--- config.mk ---
export PLATFORM = sky130hd
export DESIGN_NAME = streaming_pattern_match_finder_unit_flat
export DESIGN_NICKNAME = d
export VERILOG_FILES = /design/src/spmf_pkg.sv /design/src/spmf_if.sv /design/src/spmf_window.sv /design/src/spmf_tracker.sv /design/src/streaming_pattern_match_finder_unit.sv /design/src/flat_wrapper.sv
export VERILOG_INCLUDE_DIRS = /design/src /design/src/src
export SDC_FILE = /design/constraint.sdc
export NUM_CORES = 1
export LEC_CHECK = 0
export BUFFER_PORTS_ARGS = -buffer_cell sky130_fd_sc_hd__buf_2
export CAP_MARGIN = 20
export CORE_ASPECT_RATIO = 1.75
export CORE_UTILIZATION = 58
export CTS_CLUSTER_SIZE = 8
export DETAILED_ROUTE_END_ITERATION = 8
export GPL_ROUTABILITY_DRIVEN = 0
export PLACE_DENSITY = 0.78
export SYNTH_ARGS = -nofsm -noshare
export SYNTH_HDL_FRONTEND = slang
export SYNTH_SLANG_ARGS = --single-unit
--- constraint.sdc ---
create_clock -name clk -period 7.2 [get_ports clk]
set_input_delay 1.08 -clock clk [delete_from_list [all_inputs] [get_ports clk]]
set_output_delay 1.08 -clock clk [all_outputs]
set_load 0.01 [all_outputs]
--- src/streaming_pattern_match_finder_unit_assert.svh ---
// assertion macros for the streaming pattern match finder unit
// used by the files that check their own logic; no other dependencies
`ifndef STREAMING_PATTERN_MATCH_FINDER_UNIT_ASSERT_SVH
`define STREAMING_PATTERN_MATCH_FINDER_UNIT_ASSERT_SVH

// same-cycle implication, disabled while reset is low
`define SPMF_ASSERT_IMPL(lbl, ck, rn, ante, cons, msg) \
  lbl: assert property (@(posedge ck) disable iff (!rn) (ante) |-> (cons)) \
    else $error(msg);

// next-cycle implication, disabled while reset is low
`define SPMF_ASSERT_NEXT(lbl, ck, rn, ante, cons, msg) \
  lbl: assert property (@(posedge ck) disable iff (!rn) (ante) |=> (cons)) \
    else $error(msg);

`endif

--- src/spmf_pkg.sv ---
// shared types, constants and helpers of the streaming pattern match finder
// no dependencies
package spmf_pkg;

  localparam int PAT_BYTES  = 16;  // pattern bytes held in the two pattern registers
  localparam int PAT_IDX_W  = 4;   // index into the pattern bytes
  localparam int LEN_W      = 5;   // pattern length register width
  localparam int START_W    = 32;  // start offset register width
  localparam int POS_OUT_W  = 32;  // reported position width
  localparam int CFG_IDX_W  = 3;
  localparam int CFG_DATA_W = 64;

  typedef logic [7:0] byte_t;

  // configuration register indexes
  typedef enum logic [CFG_IDX_W-1:0] {
    REG_PAT_LO     = 3'd0,
    REG_PAT_HI     = 3'd1,
    REG_PAT_LEN    = 3'd2,
    REG_START      = 3'd3,
    REG_FIRST_ONLY = 3'd4
  } spmf_reg_t;

  // configuration as seen by the datapath (length already clamped)
  typedef struct packed {
    logic [CFG_DATA_W-1:0] pat_lo;
    logic [CFG_DATA_W-1:0] pat_hi;
    logic [LEN_W-1:0]      pat_len;
    logic [START_W-1:0]    start_offset;
    logic                  first_only;
  } spmf_cfg_t;

  // one text byte moving from the input stage into the datapath
  typedef struct packed {
    logic  valid;
    byte_t text_byte;
    logic  is_final;
  } spmf_step_t;

  // decision for one text byte
  typedef struct packed {
    logic                 found;
    logic [POS_OUT_W-1:0] pos;
    logic                 done;
  } spmf_result_t;

  // pattern byte k, byte 0 in bits 7:0 of the low word
  function automatic byte_t pat_byte(input logic [CFG_DATA_W-1:0] lo,
                                     input logic [CFG_DATA_W-1:0] hi,
                                     input logic [PAT_IDX_W-1:0]  idx);
    logic [2*CFG_DATA_W-1:0] w;
    w = {hi, lo};
    return w[{idx, 3'b000} +: 8];
  endfunction

endpackage

--- src/spmf_if.sv ---
// valid/ready channel interfaces of the streaming pattern match finder
// depends on spmf_pkg
interface spmf_in_if import spmf_pkg::*; ();
  logic  valid;
  logic  ready;
  byte_t text_byte;
  logic  is_final;

  modport source (output valid, text_byte, is_final, input ready);
  modport sink   (input valid, text_byte, is_final, output ready);
endinterface

interface spmf_out_if import spmf_pkg::*; ();
  logic                 valid;
  logic                 ready;
  logic                 match_found;
  logic [POS_OUT_W-1:0] match_position;
  logic                 search_done;

  modport source (output valid, match_found, match_position, search_done, input ready);
  modport sink   (input valid, match_found, match_position, search_done, output ready);
endinterface

interface spmf_cfg_if import spmf_pkg::*; ();
  logic                  valid;
  logic                  ready;
  logic [CFG_IDX_W-1:0]  index;
  logic [CFG_DATA_W-1:0] data;

  modport source (output valid, index, data, input ready);
  modport sink   (input valid, index, data, output ready);
endinterface

--- src/spmf_window.sv ---
// byte window shift register and parallel compare against the pattern
// depends on spmf_pkg
module spmf_window import spmf_pkg::*; #(
  parameter int PAT_MAX = 16
) (
  input  logic       clk,
  input  logic       rst_n,
  input  spmf_step_t step,
  input  spmf_cfg_t  cfg,
  output logic       window_eq
);

  byte_t win_r   [PAT_MAX];
  byte_t win_nxt [PAT_MAX];
  logic [PAT_MAX-1:0] lane_ok;

  // window after the new byte shifts in, newest byte in lane 0
  for (genvar j = 0; j < PAT_MAX; j++) begin : g_lane
    logic [LEN_W-1:0] pidx;

    if (j == 0) begin : g_head
      assign win_nxt[j] = step.text_byte;
    end else begin : g_tail
      assign win_nxt[j] = win_r[j-1];
    end

    // lane j holds the byte that lines up with pattern byte len-1-j
    assign pidx = cfg.pat_len - LEN_W'(1) - LEN_W'(j);
    assign lane_ok[j] = (LEN_W'(j) >= cfg.pat_len) ||
                        (win_nxt[j] == pat_byte(cfg.pat_lo, cfg.pat_hi,
                                                pidx[PAT_IDX_W-1:0]));
  end

  assign window_eq = &lane_ok;

  // shift on every byte, clear at end of text
  always_ff @(posedge clk) begin
    if (!rst_n) begin
      for (int j = 0; j < PAT_MAX; j++) win_r[j] <= '0;
    end else if (step.valid) begin
      for (int j = 0; j < PAT_MAX; j++) win_r[j] <= step.is_final ? '0 : win_nxt[j];
    end
  end

endmodule

--- src/spmf_tracker.sv ---
// position counter, non-overlap bound and first-match bookkeeping
// depends on spmf_pkg and the assertion macro header
`include "streaming_pattern_match_finder_unit_assert.svh"
module spmf_tracker import spmf_pkg::*; #(
  parameter int POS_BITS = 32
) (
  input  logic         clk,
  input  logic         rst_n,
  input  spmf_step_t   step,
  input  spmf_cfg_t    cfg,
  input  logic         window_eq,
  output spmf_result_t res
);

  localparam logic [POS_BITS-1:0] PosMax = '1;

  logic [POS_BITS-1:0]         cnt_r, cnt_nxt;
  logic [POS_BITS-1:0]         ens_r, ens_nxt;
  logic                        first_r, first_nxt;
  logic [POS_BITS+START_W-1:0] start_ext;
  logic [POS_BITS-1:0]         start;
  logic [POS_BITS-1:0]         m;
  logic [POS_BITS-1:0]         cnt_inc;
  logic [POS_BITS-1:0]         s;
  logic [POS_BITS-1:0]         lo;
  logic [POS_BITS:0]           end_sum;
  logic                        found;
  logic [POS_BITS-1:0]         pos;
  logic [POS_BITS+POS_OUT_W-1:0] pos_ext;

  // match decision and next state for one byte
  always_comb begin
    start_ext = {{POS_BITS{1'b0}}, cfg.start_offset};
    start     = start_ext[POS_BITS-1:0];
    m         = POS_BITS'(cfg.pat_len);
    cnt_inc   = (cnt_r == PosMax) ? cnt_r : cnt_r + 1'b1;
    s         = cnt_inc - m;
    lo        = (start > ens_r) ? start : ens_r;
    end_sum   = {1'b0, s} + {1'b0, m};

    found     = 1'b0;
    pos       = '0;
    cnt_nxt   = cnt_inc;
    ens_nxt   = ens_r;
    first_nxt = first_r;

    if (cfg.pat_len == '0) begin
      // empty pattern reports the start offset once in first-only mode
      if (cfg.first_only && !first_r && cnt_inc >= start) begin
        found     = 1'b1;
        pos       = start;
        first_nxt = 1'b1;
      end
    end else if (!(cfg.first_only && first_r) && cnt_inc >= m && s >= lo && window_eq) begin
      found     = 1'b1;
      pos       = s;
      first_nxt = 1'b1;
      ens_nxt   = end_sum[POS_BITS] ? PosMax : end_sum[POS_BITS-1:0];
    end

    // end of text returns to the reset state
    if (step.is_final) begin
      cnt_nxt   = '0;
      ens_nxt   = '0;
      first_nxt = 1'b0;
    end

    pos_ext   = {{POS_OUT_W{1'b0}}, pos};
    res.found = found;
    res.pos   = pos_ext[POS_OUT_W-1:0];
    res.done  = step.is_final;
  end

  always_ff @(posedge clk) begin
    if (!rst_n) begin
      cnt_r   <= '0;
      ens_r   <= '0;
      first_r <= 1'b0;
    end else if (step.valid) begin
      cnt_r   <= cnt_nxt;
      ens_r   <= ens_nxt;
      first_r <= first_nxt;
    end
  end

  `SPMF_ASSERT_NEXT(a_final_clears, clk, rst_n, step.valid && step.is_final, cnt_r == '0 && ens_r == '0 && !first_r, "text state not cleared after final byte")
  `SPMF_ASSERT_IMPL(a_first_only_once, clk, rst_n, step.valid && cfg.first_only && first_r, !res.found, "second match in first-only mode")
  `SPMF_ASSERT_NEXT(a_bound_monotonic, clk, rst_n, step.valid && !step.is_final, ens_r >= $past(ens_r), "next-start bound moved backward")

endmodule

--- src/streaming_pattern_match_finder_unit.sv ---
// A byte's result goes from its input transfer through the input register, then the window compare
// and position logic, into the result register that drives the output.
// Throughput: one text byte per cycle; a byte with no match that is not final leaves no result.
// The input stage stalls only while a result waits in the output register.
// Reset (rst_n low, synchronous): configuration, window, counters and both stages clear.
// top level: configuration registers, input stage, datapath, result register
// depends on spmf_pkg, spmf_if, spmf_window, spmf_tracker and the assertion macro header
`include "streaming_pattern_match_finder_unit_assert.svh"
module streaming_pattern_match_finder_unit import spmf_pkg::*; #(
  parameter int PAT_MAX  = 16,
  parameter int POS_BITS = 32
) (
  input  logic        clk,
  input  logic        rst_n,
  spmf_in_if.sink     in_bus,
  spmf_out_if.source  out_bus,
  spmf_cfg_if.sink    cfg_bus
);

  // configuration registers
  logic [CFG_DATA_W-1:0] pat_lo_r;
  logic [CFG_DATA_W-1:0] pat_hi_r;
  logic [LEN_W-1:0]      pat_len_r;
  logic [START_W-1:0]    start_r;
  logic                  first_only_r;
  spmf_cfg_t             cfg;

  // input stage
  logic  a_valid_r, a_valid_nxt;
  byte_t a_byte_r;
  logic  a_final_r;
  logic  adv;
  spmf_step_t step;

  // result register
  logic                 out_valid_r, out_valid_nxt;
  logic                 found_r;
  logic [POS_OUT_W-1:0] pos_r;
  logic                 done_r;

  logic         window_eq;
  spmf_result_t res;

  // configuration write channel, always ready
  assign cfg_bus.ready = 1'b1;

  always_ff @(posedge clk) begin
    if (!rst_n) begin
      pat_lo_r     <= '0;
      pat_hi_r     <= '0;
      pat_len_r    <= '0;
      start_r      <= '0;
      first_only_r <= 1'b0;
    end else if (cfg_bus.valid) begin
      unique case (spmf_reg_t'(cfg_bus.index))
        REG_PAT_LO:     pat_lo_r     <= cfg_bus.data;
        REG_PAT_HI:     pat_hi_r     <= cfg_bus.data;
        REG_PAT_LEN:    pat_len_r    <= cfg_bus.data[LEN_W-1:0];
        REG_START:      start_r      <= cfg_bus.data[START_W-1:0];
        REG_FIRST_ONLY: first_only_r <= cfg_bus.data[0];
        default: ;
      endcase
    end
  end

  // lengths above the window depth act as the window depth
  always_comb begin
    cfg.pat_lo       = pat_lo_r;
    cfg.pat_hi       = pat_hi_r;
    cfg.pat_len      = (pat_len_r > LEN_W'(PAT_MAX)) ? LEN_W'(PAT_MAX) : pat_len_r;
    cfg.start_offset = start_r;
    cfg.first_only   = first_only_r;
  end

  // input stage advances whenever the result register can take its outcome
  assign adv          = a_valid_r && (!out_valid_r || out_bus.ready);
  assign in_bus.ready = !a_valid_r || adv;

  always_comb begin
    a_valid_nxt = a_valid_r;
    if (in_bus.valid && in_bus.ready) a_valid_nxt = 1'b1;
    else if (adv)                     a_valid_nxt = 1'b0;
  end

  always_ff @(posedge clk) begin
    if (!rst_n) begin
      a_valid_r <= 1'b0;
    end else begin
      a_valid_r <= a_valid_nxt;
    end
  end

  always_ff @(posedge clk) begin
    if (in_bus.valid && in_bus.ready) begin
      a_byte_r  <= in_bus.text_byte;
      a_final_r <= in_bus.is_final;
    end
  end

  assign step.valid     = adv;
  assign step.text_byte = a_byte_r;
  assign step.is_final  = a_final_r;

  spmf_window #(
    .PAT_MAX (PAT_MAX)
  ) u_window (
    .clk       (clk),
    .rst_n     (rst_n),
    .step      (step),
    .cfg       (cfg),
    .window_eq (window_eq)
  );

  spmf_tracker #(
    .POS_BITS (POS_BITS)
  ) u_tracker (
    .clk       (clk),
    .rst_n     (rst_n),
    .step      (step),
    .cfg       (cfg),
    .window_eq (window_eq),
    .res       (res)
  );

  // result register: loads on a match or the final byte
  always_comb begin
    out_valid_nxt = out_valid_r;
    if (adv)                out_valid_nxt = res.found || res.done;
    else if (out_bus.ready) out_valid_nxt = 1'b0;
  end

  always_ff @(posedge clk) begin
    if (!rst_n) begin
      out_valid_r <= 1'b0;
    end else begin
      out_valid_r <= out_valid_nxt;
    end
  end

  always_ff @(posedge clk) begin
    if (adv) begin
      found_r <= res.found;
      pos_r   <= res.pos;
      done_r  <= res.done;
    end
  end

  assign out_bus.valid          = out_valid_r;
  assign out_bus.match_found    = found_r;
  assign out_bus.match_position = pos_r;
  assign out_bus.search_done    = done_r;

  `SPMF_ASSERT_IMPL(a_result_has_cause, clk, rst_n, out_valid_r, found_r || done_r, "result with neither match nor done")
  `SPMF_ASSERT_IMPL(a_nomatch_pos_zero, clk, rst_n, out_valid_r && !found_r, pos_r == '0, "position set without a match")
  `SPMF_ASSERT_IMPL(a_result_from_step, clk, rst_n, $rose(out_valid_r), $past(adv), "result appeared without a byte step")

endmodule

--- src/flat_wrapper.sv ---
// flat-port wrapper written by rule: the top's interface ports become plain ports
module streaming_pattern_match_finder_unit_flat import spmf_pkg::*;
#(
  parameter int PAT_MAX  = 16,
  parameter int POS_BITS = 32
)
  (clk, rst_n, in_bus_valid, in_bus_text_byte, in_bus_is_final, in_bus_ready, out_bus_valid, out_bus_match_found, out_bus_match_position, out_bus_search_done, out_bus_ready, cfg_bus_valid, cfg_bus_index, cfg_bus_data, cfg_bus_ready);
  spmf_in_if in_bus_i ();
  spmf_out_if out_bus_i ();
  spmf_cfg_if cfg_bus_i ();
  input  logic clk;
  input  logic rst_n;
  input wire logic [$bits(in_bus_i.valid)-1:0] in_bus_valid;
  input wire logic [$bits(in_bus_i.text_byte)-1:0] in_bus_text_byte;
  input wire logic [$bits(in_bus_i.is_final)-1:0] in_bus_is_final;
  output wire logic [$bits(in_bus_i.ready)-1:0] in_bus_ready;
  output wire logic [$bits(out_bus_i.valid)-1:0] out_bus_valid;
  output wire logic [$bits(out_bus_i.match_found)-1:0] out_bus_match_found;
  output wire logic [$bits(out_bus_i.match_position)-1:0] out_bus_match_position;
  output wire logic [$bits(out_bus_i.search_done)-1:0] out_bus_search_done;
  input wire logic [$bits(out_bus_i.ready)-1:0] out_bus_ready;
  input wire logic [$bits(cfg_bus_i.valid)-1:0] cfg_bus_valid;
  input wire logic [$bits(cfg_bus_i.index)-1:0] cfg_bus_index;
  input wire logic [$bits(cfg_bus_i.data)-1:0] cfg_bus_data;
  output wire logic [$bits(cfg_bus_i.ready)-1:0] cfg_bus_ready;
  assign in_bus_i.valid = in_bus_valid;
  assign in_bus_i.text_byte = in_bus_text_byte;
  assign in_bus_i.is_final = in_bus_is_final;
  assign in_bus_ready = in_bus_i.ready;
  assign out_bus_valid = out_bus_i.valid;
  assign out_bus_match_found = out_bus_i.match_found;
  assign out_bus_match_position = out_bus_i.match_position;
  assign out_bus_search_done = out_bus_i.search_done;
  assign out_bus_i.ready = out_bus_ready;
  assign cfg_bus_i.valid = cfg_bus_valid;
  assign cfg_bus_i.index = cfg_bus_index;
  assign cfg_bus_i.data = cfg_bus_data;
  assign cfg_bus_ready = cfg_bus_i.ready;
  streaming_pattern_match_finder_unit #(.PAT_MAX(PAT_MAX), .POS_BITS(POS_BITS)) u_core (.clk(clk), .rst_n(rst_n), .in_bus(in_bus_i), .out_bus(out_bus_i), .cfg_bus(cfg_bus_i));
endmodule
==> results of run 1 <==
-- layer usage --
layer  global-route usage [%]  overflow
met3                    21.14         0
met5                    1.389         0
met1                    44.93         0
met2                    73.84         1
met4                    50.29         2
-- metrics by stage --
| stage | util [%] | area (sq um) | cells | setup WS [ns] |
|---|---|---|---|---|
| detailed placement | 61.42 | 32160 | 3872 | 0.3479 |
| global placement | 61.42 | 32160 | 3872 | 0.4159 |
| CTS | 64.40 | 33720 | 3962 | 0.2815 |
| floorplan | - | 30730 | 3202 | 0.07411 |
-- cells by family after synthesis --
group                      share of synthesized area (%)
DFF                                                31.11
and+or+nand+nor                                    16.70
xor gates and xnor gates                           6.601
muxes                                              20.41
adders and majority gates                          5.099
AOI/OAI and AO/OA                                  15.71
buffers and inverters                              4.357
other                                            0.01221
-- cells in the mapped netlist, types with 65 or more instances --
| cell | number | area [sq um] |
|---|---|---|
| nand2_1 | 411 | 1543 |
| mux2i_1 | 319 | 3193 |
| dfxtp_1 | 233 | 4664 |
| a21boi_0 | 166 | 1246 |
| edfxtp_1 | 163 | 4895 |
| clkbuf_1 | 146 | 548.0 |
| mux4_2 | 129 | 2905 |
| xnor2_1 | 125 | 1095 |
| ha_1 | 122 | 1526 |
| a21oi_1 | 107 | 535.5 |
| nor2_1 | 101 | 379.1 |
| xor2_1 | 101 | 884.6 |
| and3_1 | 100 | 625.6 |
| inv_1 | 93 | 349.1 |
| nor2b_1 | 70 | 437.9 |
| o21ai_0 | 65 | 325.3 |
==> metrics.md, run 1 <==
| Metric | Value |
|---|---|
| Hold buffers post-CTS | 0 |
| Result of the run | did not finish |
| Post-Syn Area | just over 0.03 sq mm |
| Syn Nets | approximately 3400 |
| Root buffer cell | clkbuf_16 |
| Initial Utilization | 58.68% |
| Number of synthesized register bits | 396 |
| CTS resizes | 0 |
| # IOs | 118 |
| Synth Instances | between 3000 and 4000 |
| Maximum number of pins on one net before global-route repair | 130 |
| First error | [ERROR GRT-0116] Global routing finished with congestion. Check the congestion regions in the DRC Viewer. |
| Worst-case clock buffer depth | 3 |
| First-pass GRT wire length | 188100 microns |
| Clk sinks | 396 |
| Post-synthesis sequential area ratio | slightly above 30% |
| Die Y | around 300 microns |
| Port Buf Inserts | between 100 and 150 |
| Vias in the first global route | just under 30000 |
| DP Wirelength | about 88000 microns |
| Share of flip-flops with an asynchronous set or reset | 0% |
| Rows | 111 |
| Post-CTS setup buffer count | 0 |
| Grt ovf | 3 |
| Number of buffers created by CTS | between 50 and 60 |
| Top_reg_cell synth | dfxtp_1 |
| Number of distinct library cells after synthesis | slightly above 100 |
| H-tree levels | 2 |
| Mapped Avg Cell Area | 9.595 sq um |
| Synth warn | 0 |
| Post-synth EDFFs | 163 |
| Halt Stage | 5_1_grt |
| Tot GR Track Use | between 40% and 50% |
| Die Wd | 176.0 microns |
==> run 2, diff against run 1 <==
--- a/config.mk
+++ b/config.mk
@@ -8,12 +8,10 @@
 export LEC_CHECK = 0
 export BUFFER_PORTS_ARGS = -buffer_cell sky130_fd_sc_hd__buf_2
 export CAP_MARGIN = 20
-export CORE_ASPECT_RATIO = 1.75
-export CORE_UTILIZATION = 58
-export CTS_CLUSTER_SIZE = 8
+export CORE_UTILIZATION = 40
 export DETAILED_ROUTE_END_ITERATION = 8
 export GPL_ROUTABILITY_DRIVEN = 0
-export PLACE_DENSITY = 0.78
+export PLACE_DENSITY_LB_ADDON = 0.15
 export SYNTH_ARGS = -nofsm -noshare
 export SYNTH_HDL_FRONTEND = slang
 export SYNTH_SLANG_ARGS = --single-unit
==> constraint.sdc (replaced) <==
create_clock -name clk -period 9.36 [get_ports clk]
set_input_delay 1.404 -clock clk [delete_from_list [all_inputs] [get_ports clk]]
set_output_delay 1.404 -clock clk [all_outputs]
set_load 0.01 [all_outputs]
==> run 2 against run 1 <==
The run now ends clean. Synthesized cell count is the same. Synthesized area is the same.
==> metrics.md, run 2 <==
| Metric | Value |
|---|---|
| Synth Instances | 3202 (unchanged) |
| Core Footprint | 0.07595 sq mm |
| CP max FO | 34 |
| R2R setup slack | slightly above 0.8 ns |
| CTS resizes | 0 (unchanged) |
| Biggest regs | u_core.u_window.win_r x120, u_core.pat_hi_r x64, u_core.pat_lo_r x64 |
| Placed cell count | 4186 (+8.1%) |
| Die Wd | 279.2 microns (+59%) |
| Reg2reg end | u_core.u_tracker.ens_r[7]$_SDFFE_PN0P_ |
| Pwr dens | around 140 mW/mm^2 |
| Post-synthesis sequential area ratio | 31.11% (unchanged) |
| Most common cell after layout, fill and taps aside | nand2_1 |
| Switching Fraction | 29.66% |
| Top cell type's share of synthesized area | 15.93% (unchanged) |
| Vias/cell | 6.309 |
| Critical Path AT | approximately 9.1 ns |
| Slew at the pin closest to its max-slew limit | 1.233 ns |
| Number of synthesized register bits | 396 (unchanged) |
| Max Cap Viol | 0 |
| Area of the multi-input gates | 0.01994 sq mm |
| Drt total wl | 120600 microns |
| Max reg flops | 120 |
| Hold Path Class | flop to flop |
| Min cycle time layout | approximately 8.5 ns |
| Hold Path Depth | 1 |
| RSZ-0062 raised after global routing | false |
| Wire per inst | approximately 28 microns |
| Most common cell type on the critical path | a21o_1 |
| DP Wirelength | 93050 microns (+5.3%) |
| Seq pwr share | a little over 40% |
| Synth warn | 0 (unchanged) |
| Total Neg Setup Slack | 0 ns |
| Pre-antenna DRT Iters | 6 |
| Worst-path clk slew | about 0.06 ns |
| Cell family with most CP delay | simple AND/OR/NAND/NOR gates |
| Die area | 0.07792 sq mm |
| Port Buf Inserts | 116 (unchanged) |
| Antenna diodes | 0 |
| Top_reg_cell synth | dfxtp_1 |
| Finish-stage setup viols | 0 |
| Finished Layout Cells | 4284 |
| Slew margin rel. | between 10% and 20% |
| R2R Path Start | u_core.u_tracker.cnt_r[20]$_SDFFE_PN0P_ |
| Clk sinks | 396 (unchanged) |
| Sw power | about 0.0014 W |
| Slowest CP cell | nor4_1 |
| Largest family of logic cells by synthesized area | multiplexers |
| VDD IR max | roughly 0.00013 V |
| Final core occ | around 45% |
| Maximum number of pins on one net before global-route repair | roughly 120 |
| Grt ovf | 0 |
| Crit. End Element | flop |
| Internal Power | 0.003356 W |
| Result of the run | completed |
| Startpoint class of the critical path | flop |
| Post-synthesis compound-gate area fraction | 15.71% (unchanged) |
| Synth area leaders | edfxtp_1 16%, dfxtp_1 15%, mux2i_1 10%, mux4_2 9.5%, nand2_1 5.0% |
| Worst hold path startpoint | u_core.u_tracker.ens_r[18]$_SDFFE_PN0P_ |
| Most frequent cells after synthesis | 411 x nand2_1, 319 x mux2i_1, 233 x dfxtp_1 |
| CP Cell Sequence | nand4_1 > nor4_4 > nand3_1 > xnor2_1 > ha_1 > inv_1 > fa_1 > a21o_1 > a21o_1 > a21o_1 > or3_1 > nor4_1 > xnor2_1 > ha_1 > nand4_1 > or4_1 > a211oi_1 > o311a_1 > o2111ai_1 > nor3_4 > buf_4 > nand2_1 > buf_4 > o2bb2ai_1 |
| CTS tree | done |
| H-tree levels | 2 (unchanged) |
| Initial DRC Count | 3974 |
| Worst-case clock buffer depth | 3 (unchanged) |
| Initial antenna violation count | 0 |
| Number of buffers created by CTS | 50 (-9.1%) |
| Post-synth EDFFs | 163 (unchanged) |
| Critical path class | flop to flop |
| Clk_lat worst skew | between 0.6 and 0.7 ns |
| Number of distinct library cells after synthesis | 103 (unchanged) |
| Die Y | 279.2 microns (-8.9%) |
| Initial Utilization | 40.45% (-18 points) |
| Max-slew violation count | 0 |
| Final Cycle Share | between 90% and 100% |
| Root buffer cell | clkbuf_16 |
| Detail Route Antenna Nets | 0 |
| Buffer and inverter count on the worst path | 3 |
| Syn Nets | 3407 (unchanged) |
| Register area | roughly 0.0096 sq mm |
| Synth area leader | edfxtp_1 |
| Most frequent cells in the layout | 409 x nand2_1, 319 x mux2i_1, 232 x dfxtp_1 |
| Fraction of layout instances using a drive strength above 1 | between 10% and 20% |
| Reg with most FFs | u_core.u_window.win_r |
| Clk_skew | approximately 0.037 ns |
| Logic pwr share | between 15 and 20% |
| WP data required | approximately 9.9 ns |
| Clock share of power | around 42% |
| Final Hold Vio Count | 0 |
| Nets@finish | 3417 |
| Rows | 101 (-9.0%) |
| Hold Path Sink | u_core.u_tracker.ens_r[18]$_SDFFE_PN0P_ |
| Hold buffers post-CTS | 0 (unchanged) |
| First-pass GRT wire length | between 150000 and 200000 microns |
| Post-CTS setup buffer count | 0 (unchanged) |
| # fillers | approximately 7300 |
| Cells on worst reg2reg path | 24 |
| P_leak | roughly 13 nW |
| Xor/xnor share of the synthesized area | 6.601% (unchanged) |
| Worst path max stage delay | about 0.7 ns |
| Post-Syn Area | 0.03072 sq mm (unchanged) |
| Peak Freq | around 120 MHz |
| Mux cell area share after synthesis | 20.41% (unchanged) |
| Most common cell in the netlist | nand2_1 |
| Area growth syn-to-layout | 10.69% |
| Routed via count | approximately 27000 |
| Synth Area in Simple Gates | 16.70% (unchanged) |
| Post-Synth Adder-Cell Area | 5.099% (unchanged) |
| Tot GR Track Use | 30.31% |
| Share of flip-flops with an asynchronous set or reset | 0% (unchanged) |
| # IOs | 118 (unchanged) |
| Mapped Avg Cell Area | 9.595 sq um (unchanged) |
| Final Total Pwr | roughly 0.0048 W |
| # DRC | 0 |
| Levels on crit path | 24 |
| Vias in the first global route | 25251 |
[run 2: layout make-up]
cell class                      instances  share of cell area, %
Timing Repair Buffer                  185                  3.355
Sequential cell                       396                  28.11
Clock inverter                         30                 0.8683
Inverter                              100                  1.115
Clock buffer                           64                  4.139
Multi-Input combinational cell       2479                  58.62
Tap cell                             1030                  3.790
[run 2: cells by family after synthesis]
kind of cell / count (synthesis)
compound gates: 653
xor+xnor: 229
fa+ha+maj: 124
buf+inv: 327
flops: 396
mux: 463
other cells: 1
simple gates: 1009
[run 2: power by group through the flow]
stage,Sequential (W),Combinational (W),Clock (W)
after floorplan,0.00194,0.000545,0
after global placement,0.00198,0.000784,0
after detailed placement,0.00198,0.000794,0
after CTS,0.00194,0.000797,0.00203
after global routing,0.00195,0.000864,0.00210
final,0.00195,0.000816,0.00201
[run 2: metal layers]
metal	share of wire [%]	up-vias	GRT usage (%)
li1	-	11881	-
met1	44	13535	44.77
met2	43	1421	44.74
met3	11	191	5.640
met4	3.0	0	8.242
met5	0	-	0
[run 2: worst max-delay path by stage]
stage,from,slack (ns),end
2_1_floorplan,u_core.pat_len_r[0]$_SDFFE_PN0P_,2.10,u_core.u_tracker.ens_r[13]$_SDFFE_PN0P_
6_report,u_core.u_tracker.cnt_r[20]$_SDFFE_PN0P_,0.81,u_core.u_tracker.ens_r[7]$_SDFFE_PN0P_
4_1_cts,u_core.u_tracker.cnt_r[21]$_SDFFE_PN0P_,0.90,u_core.u_tracker.ens_r[7]$_SDFFE_PN0P_
5_1_grt,u_core.u_tracker.cnt_r[18]$_SDFFE_PN0P_,0.28,u_core.u_tracker.ens_r[3]$_SDFFE_PN0P_
3_3_place_gp,u_core.u_tracker.cnt_r[20]$_SDFFE_PN0P_,1.10,u_core.u_tracker.ens_r[8]$_SDFFE_PN0P_
3_5_place_dp,u_core.u_tracker.cnt_r[18]$_SDFFE_PN0P_,0.94,u_core.u_tracker.ens_r[7]$_SDFFE_PN0P_
[run 2: stage by stage]
stage	hold slack [ns]	setup slack [ns]	area (sq um)
final	0.4957	0.8115	34010
after global routing	0.5023	0.2760	34010
after CTS	0.4931	0.8960	33960
after detailed placement	0.4854	0.9434	32250
after global placement	0.4701	1.100	32230
after floorplan	0.4244	2.103	30720
Power figures use the tool's default switching activity.
